**src/design/vprf_pkg.sv**
```systemverilog
// shared types, register indexes and cell mask helper for the volume paeth residual filter
`timescale 1ns / 1ps

package vprf_pkg;

  localparam int CELL_W = 64;
  localparam int CFG_IDX_W = 2;
  localparam int CFG_DATA_W = 9;

  // configuration register indexes
  localparam logic [CFG_IDX_W-1:0] REG_MODE       = 2'd0;
  localparam logic [CFG_IDX_W-1:0] REG_CELL_BYTES = 2'd1;
  localparam logic [CFG_IDX_W-1:0] REG_ROW_CELLS  = 2'd2;
  localparam logic [CFG_IDX_W-1:0] REG_LAYER_ROWS = 2'd3;

  // predictor codes
  localparam logic MODE_XOR   = 1'b0;
  localparam logic MODE_PAETH = 1'b1;

  // neighbour availability and position flags for one cell
  typedef struct packed {
    logic col_zero;
    logic has_above;
    logic has_back;
    logic row_end;
    logic layer_end;
  } pos_info_t;

  // low-byte mask for a cell width given in bytes
  function automatic logic [CELL_W-1:0] cell_mask(input logic [3:0] cb);
    logic [CELL_W-1:0] m;
    case (cb)
      4'd0, 4'd1: m = 64'h0000_0000_0000_00FF;
      4'd2:       m = 64'h0000_0000_0000_FFFF;
      4'd3:       m = 64'h0000_0000_00FF_FFFF;
      4'd4:       m = 64'h0000_0000_FFFF_FFFF;
      4'd5:       m = 64'h0000_00FF_FFFF_FFFF;
      4'd6:       m = 64'h0000_FFFF_FFFF_FFFF;
      4'd7:       m = 64'h00FF_FFFF_FFFF_FFFF;
      default:    m = 64'hFFFF_FFFF_FFFF_FFFF;
    endcase
    return m;
  endfunction

endpackage

```
**src/design/vprf_pos.sv**
```systemverilog
// column, row and layer position tracking for the volume paeth residual filter
`timescale 1ns / 1ps

module vprf_pos import vprf_pkg::*; #(
  parameter int MAX_ROW_CELLS = 256,
  parameter int MAX_LAYER_ROWS = 16,
  localparam int CW = (MAX_ROW_CELLS > 1) ? $clog2(MAX_ROW_CELLS) : 1,
  localparam int LW = (MAX_LAYER_ROWS > 1) ? $clog2(MAX_LAYER_ROWS) : 1
) (
  input  logic          clk,
  input  logic          rst,
  input  logic          step,
  input  logic [8:0]    row_cells,
  input  logic [4:0]    layer_rows,
  output logic [CW-1:0] col,
  output logic [LW-1:0] row,
  output pos_info_t     info
);

  localparam int RCW = (CW + 1 > 9) ? CW + 1 : 9;
  localparam int LCW = (LW + 1 > 5) ? LW + 1 : 5;

  logic           layer_seen;
  logic [RCW-1:0] rc_eff;
  logic [LCW-1:0] lr_eff;

  // clamp row length and layer height into range
  always_comb begin
    if (row_cells == '0) begin
      rc_eff = RCW'(1);
    end else if (RCW'(row_cells) > RCW'(MAX_ROW_CELLS)) begin
      rc_eff = RCW'(MAX_ROW_CELLS);
    end else begin
      rc_eff = RCW'(row_cells);
    end
    if (layer_rows == '0) begin
      lr_eff = LCW'(1);
    end else if (LCW'(layer_rows) > LCW'(MAX_LAYER_ROWS)) begin
      lr_eff = LCW'(MAX_LAYER_ROWS);
    end else begin
      lr_eff = LCW'(layer_rows);
    end
  end

  // flags for the cell at the current position
  always_comb begin
    info.col_zero  = (col == '0);
    info.has_above = (row != '0);
    info.has_back  = layer_seen;
    info.row_end   = (RCW'(col) + RCW'(1)) >= rc_eff;
    info.layer_end = info.row_end && ((LCW'(row) + LCW'(1)) >= lr_eff);
  end

  // advance position on each request
  always_ff @(posedge clk) begin
    if (rst) begin
      col        <= '0;
      row        <= '0;
      layer_seen <= 1'b0;
    end else if (step) begin
      if (info.row_end) begin
        col <= '0;
        if (info.layer_end) begin
          row        <= '0;
          layer_seen <= 1'b1;
        end else begin
          row <= row + LW'(1);
        end
      end else begin
        col <= col + CW'(1);
      end
    end
  end

endmodule

```
**config.mk**
```make
export PLATFORM = sky130hd
export DESIGN_NAME = vprf_pos
export DESIGN_NICKNAME = d
export VERILOG_FILES = /design/src/design/vprf_pkg.sv /design/src/design/vprf_pos.sv
export SDC_FILE = /design/constraint.sdc
export NUM_CORES = 1
export LEC_CHECK = 0
export BUFFER_PORTS_ARGS = -buffer_cell sky130_fd_sc_hd__buf_4
export CAP_MARGIN = 5
export CORE_MARGIN = 2
export CORE_UTILIZATION = 40
export DETAILED_ROUTE_END_ITERATION = 6
export PLACE_DENSITY = 0.69
export SYNTH_ARGS = -nofsm -noshare
export SYNTH_HDL_FRONTEND = slang
export SYNTH_SLANG_ARGS = --single-unit
```
**constraint.sdc**
```tcl
create_clock -name clk -period 2.15 [get_ports clk]
set_input_delay 0.1075 -clock clk [delete_from_list [all_inputs] [get_ports clk]]
set_output_delay 0.1075 -clock clk [all_outputs]
set_load 0.05 [all_outputs]
```
==> results of run 1 <==
cell families after synthesis:
kind of cell,after synthesis
compound gates,35
xor+xnor,8
fa+ha+maj,18
buf+inv,14
flops,13
mux,3
simple gates,61
layout by cell type (no fill, tap or decap), drive strengths merged, types with 3 or more instances in the layout:
cell     count
inv          9
mux2i        3
nor3b        6
o21ai        5
o221ai       4
ha          18
o2111ai      3
a21oi       10
nand2       24
dfxtp       13
clkbuf       3
buf         63
xor2         6
a21o         3
nand3        3
nand2b       3
nor2         7
and3         7
final timing paths:
kind               from          to  slack, ps  depth (start not counted)
max              col[1]     info[0]       -340                         10
min reg2reg  layer_seen  layer_seen        490                          2
min                step      col[2]        110                          2
max reg2reg      col[1]      row[3]       -220                         11
power breakdown:
| group | internal (uW) | leakage (uW) | switching [uW] |
|---|---|---|---|
| clock network | 69.0 | 0.0000177 | 83.0 |
| logic | 120 | 0.000847 | 142 |
| registers | 243 | 0.000109 | 5.93 |
final cells by class:
type | count | area (um2)
tap | 44 | 55.05
clock inverter | 1 | 5.005
sequential | 13 | 275.3
fill | 269 | 1079
clock buffer | 3 | 22.52
inverter | 10 | 40.04
multi-input combinational | 125 | 1092
timing repair buffer | 63 | 484.2
worst max-delay path: stages, from the launching register on:
cell	delay, ps
dfxtp_4	370
ha_4	160
and3_4	140
and3_4	180
xor2_1	140
ha_1	350
nand4_4	160
nor3b_4	260
nor2_4	90
nor2_4	90
buf_6	160
metal layers:
layer	up-vias	wire length (um)	GRT usage, %
met3	8	175	2.559
met1	660	1524	26.46
met5	-	0	0
met4	0	53	4.969
li1	686	-	-
met2	36	1966	41.78
sequential cells by signal, indices dropped and copies added, names as in the netlist:
| name | flops |
|---|---|
| layer_seen | 1 |
| row | 4 |
| col | 8 |
metrics by stage:
step / std cells / TNS [ps]
after CTS: 260 / -1755
final: 259 / -1906
after detailed placement: 250 / -1621
after global placement: 250 / -925.1
after floorplan: 152 / -1812
after global routing: 259 / -3815
timing repair:
item | 4_1_cts | 5_1_grt
gates resized for setup | 10 | 1
setup endpoints to repair | 15 | 15
hold buffers | 0 | 0
pin swaps | 14 | 1
buffers inserted | 6 | 0
==> results by group, run 1 <==
Synthesis
  – Syn_area_per_cell: 8.454 um2
  – Cell Area, Synth: 1285 um2
  – Yosys warns: 0
  – Syn_nets: between 150 and 200
  – Count of cell types in the netlist: 46
  – Post-synth ARST share: 0%
  – Post-Synth XOR/XNOR Area: 6.037%
  – Top cells by count, synth: nand2_1, ha_1, dfxtp_1
  – Syn Inst Count: ~150
  – Simple-gate share of the synthesized area: ~28%
  – EDFF count, synth: 0
  – Area leader, netlist: dfxtp_1
  – Synth top area cells: dfxtp_1, ha_1, nand2_1, xor2_1, a21oi_1
  – Main synth FF type: dfxtp_1
  – Synth Register Bits: 13
  – Top cell type's share of synthesized area: 20.25%
  – Register area share after synthesis: about a fifth
  – Largest family of logic cells by synthesized area: simple AND/OR/NAND/NOR gates
  – Count leader, synth: nand2_1
  – Adder-Cell Fraction of Synth Area: 17.53%
  – Post-synthesis compound-gate area fraction: a little over a fifth
  – Mux cell area share after synthesis: under 10%

Floorplanning
  – Number of I/O pins: 34
  – Die width: slightly above 60 um
  – Total core area: 3053 um2
  – Die height: about 61 um
  – Initial Utilization: a little over two fifths
  – Die area: approximately 3700 um2
  – Cell row count: 20

Routing
  – Via count: approximately 1400
  – Vias per cell: between 5 and 6
  – Wire per inst: between 10 and 15 um
  – DRC errors left: 0
  – DRT iter0 DRCs: 28
  – Post-Route WL: ~3700 um
  – Antenna-violating nets left: 0
  – First-pass detailed-route iteration total: 4

Global route
  – Remaining global-route overflow: 0
  – Largest net degree at the start of global routing: 14
  – Initial antenna violation count: 0
  – Vias in the first global route: 1443
  – Global-route wire length before repair: about 6300 um
  – GRT Overall Usage: around 22%

Timing
  – Setup violators final: 11
  – Worst Clk Skew: 6.473 ps
  – Final min period: roughly 2500 ps
  – Final hold slack: roughly 110 ps
  – Fin crit share: 116.0%
  – RSZ-0062 raised after global routing: true
  – Final WS setup: -343.7 ps
  – Max frequency: about 400 MHz
  – Pins Over Slew Limit: 0
  – Worst rel slew slack: just over 70%
  – Final hold violations: 0
  – Worst-Margin Slew: between 400 and 500 ps

Worst setup path
  – CP Launch Type: flop
  – CP Capture Type: output port
  – Worst Path Max Fanout: 3
  – WP data arrival: between 2000 and 2500 ps
  – CP Data Required Time: slightly above 2000 ps
  – Crit Path Class: reg2out

Run status
  – Status: complete, but fails checks
  – Failing checks: setup timing

Cells and area
  – Layout area overhead: 53.65%
  – Util after Layout: 64.67%
  – Layout cells sized above 1: 47.91%
  – N_diodes: 0
  – Final Cell Area: approximately 2000 um2
  – Nets: ~250

Placement
  – Gp weighted congestion: between 0.8 and 0.9
  – Number of port buffers: 33
  – Area after DPL: 1827 um2
  – Post-DP HPWL: slightly below 3000 um
  – Pre-CTS setup slack: -229.4 ps

Hold path
  – Hold Crit Class: in2reg

CTS
  – Clk root buf: clkbuf_4
  – Skew-Pair Late Insertion Delay: between 200 and 300 ps
  – CTS H-tree depth: 1
  – Clock tree sinks: 13
  – CTS buffer count: 3
  – Clock tree from TritonCTS: done
  – Clock Pin Slew Worst Setup and Hold Paths: ~90 ps
  – CTS Buffer Depth: 2

Power
  – VDD IR max: 0.0002792 V
  – Total Power: 663.2 uW
  – Power Dens Cells: roughly 340 nW/um2
  – Lkg Pwr: about 0.001 uW

Run
  – Max-Cap Viols: 0
(Power assumes the default switching activity.)
==> run 2, diff against run 1 <==
- SKIP_CTS_REPAIR_TIMING: unset -> 1
==> run 2 against run 1 <==
Against the previous run: the run still ends with setup timing left; sequential power about the same; clock skew decreased by 1.3 ps; fmax decreased by 0.94%; first-iteration DRC count decreased by 29%; count of clock-buffer cells in the layout unchanged; critical endpoint unchanged.
==> results by group, run 2 (synthesized netlist as in run 1, its figures left out) <==
Routing
  – Antenna-violating nets left: 0
  – DRC errors left: 0
  – Via count: about 1400
  – Wire per inst: ~14 um
  – DRT iter0 DRCs: 20
  – Post-Route WL: about 3700 um
  – Vias per cell: about 5.4
  – First-pass detailed-route iteration total: 4

Global route
  – Remaining global-route overflow: 0
  – Global-route wire length before repair: 5858 um
  – Vias in the first global route: around 1400
  – Initial antenna violation count: 0
  – GRT Overall Usage: a little over 20%
  – Largest net degree at the start of global routing: 14

Worst setup path
  – Slowest stage cell, crit path: dfxtp_4
  – CP Data Required Time: around 2000 ps
  – WP data arrival: about 2400 ps
  – Depth of the worst register-to-register path: 11
  – CP cell instances: ha_4, and3_4, and3_4, xor2_1, ha_1, a21oi_2, o21a_2, o21ai_4, nor2_4, nor2_4, buf_8
  – Worst stage delay on the critical path: around 370 ps
  – Crit Path Class: reg2out
  – CP Capture Type: output port
  – Worst Path Max Fanout: 4
  – CP Launch Type: flop

Timing
  – RSZ-0062 raised after global routing: true
  – Worst Clk Skew: 5.207 ps
  – Setup violators final: 14
  – Worst rel slew slack: a little under three quarters
  – Fin crit share: 117.1%
  – Final hold violations: 0
  – Final WS setup: -367.3 ps
  – Final hold slack: 104.9 ps
  – Pins Over Slew Limit: 0
  – Max frequency: around 400 MHz
  – Final min period: about 2500 ps
  – Worst-Margin Slew: 424.6 ps

Run
  – Max-Cap Viols: 0

Power
  – Total Power: around 670 uW
  – Power Dens Cells: roughly 340 nW/um2
  – Combinational share of power: roughly two fifths
  – Flop pwr share: 37.3%
  – Clk network pwr share: between 20% and 30%
  – Pint: roughly 430 uW
  – Sw frac: a little over a third
  – VDD IR max: roughly 0.00028 V
  – Lkg Pwr: 0.0009699 uW
  – Net switching power: ~230 uW

Floorplanning
  – Total core area: 3053 um2
  – Die area: 3682 um2
  – Initial Utilization: between 40 and 50%
  – Die height: approximately 61 um
  – Die width: ~61 um
  – Number of I/O pins: 34
  – Cell row count: 20

Cells and area
  – Most flop-heavy register: col
  – Max reg flops: 8
  – Final Cell Area: around 2000 um2
  – Layout cells sized above 1: between 40% and 50%
  – Nets: 250
  – Biggest registers after layout: col: 8 flops, row: 4 flops, layer_seen: 1 flops
  – N_diodes: 0
  – Layout area overhead: 53.46%
  – Most frequent cells in the layout: buf_4, nand2_1, ha_1
  – Most common cell after layout, fill and taps aside: buf_4

CTS
  – Clk root buf: clkbuf_4
  – Clock Pin Slew Worst Setup and Hold Paths: ~90 ps
  – CTS Buffer Depth: 2
  – Clock tree sinks: 13
  – Skew-Pair Late Insertion Delay: 280 ps
  – CTS H-tree depth: 1
  – Clock tree from TritonCTS: done
  – CTS buffer count: 3

Run status
  – Status: complete, but fails checks
  – Failing checks: setup timing

Hold path
  – Hold Crit Depth: 2
  – Hold Crit Class: in2reg

Placement
  – Gp weighted congestion: 0.8221
  – Post-DP HPWL: slightly below 3000 um
  – Number of port buffers: 33
  – Area after DPL: between 1500 and 2000 um2
-- run 2: power by group through the flow --
| stage | Sequential (uW) | Combinational [uW] | Clock, uW |
|---|---|---|---|
| after floorplan | 269 | 121 | 0 |
| after global placement | 255 | 230 | 0 |
| after detailed placement | 255 | 239 | 0 |
| after CTS | 249 | 240 | 158 |
| after global routing | 250 | 283 | 170 |
| final | 249 | 263 | 156 |
-- run 2: critical path: cells and delay by family, from the launching register on --
kind / cells / cell delay (ps)
fa+ha+maj: 2 / 490
xor+xnor: 1 / 140
simple gates: 4 / 590
buf+inv: 1 / 140
compound gates: 3 / 390
flops: 1 / 370
-- run 2: worst paths after layout --
check,from,to,slack [ps]
worst min register to register,layer_seen,layer_seen,490
worst max register to register,col[1],row[2],-250
worst max-delay path,col[1],info[0],-370
worst min-delay path,step,col[2],100
-- run 2: per-layer routing --
layer | part of all wire (%) | global-route usage (%) | wire (um)
met1 | 43 | 24.90 | 1599
met2 | 52 | 39.63 | 1925
met3 | 4.2 | 2.345 | 156
met4 | 0.19 | 2.795 | 7
met5 | 0 | 0 | 0
-- run 2: cell type report --
type | count | area [um2]
sequential | 13 | 275.3
inverter | 10 | 40.04
tap | 44 | 55.05
multi-input combinational | 125 | 1090
clock inverter | 1 | 5.005
clock buffer | 3 | 22.52
timing repair buffer | 62 | 484.2
fill | 269 | 1081
-- run 2: per-stage QoR --
stage,TNS [ps],utilization (%),instances,setup WS [ps]
after floorplan,-1812,-,152,-300.5
after global placement,-925.1,59.84,250,-141.1
after detailed placement,-1621,59.84,250,-229.4
after CTS,-2577,60.74,254,-509.6
after global routing,-3664,64.59,258,-470.7
final,-2209,64.59,258,-367.3
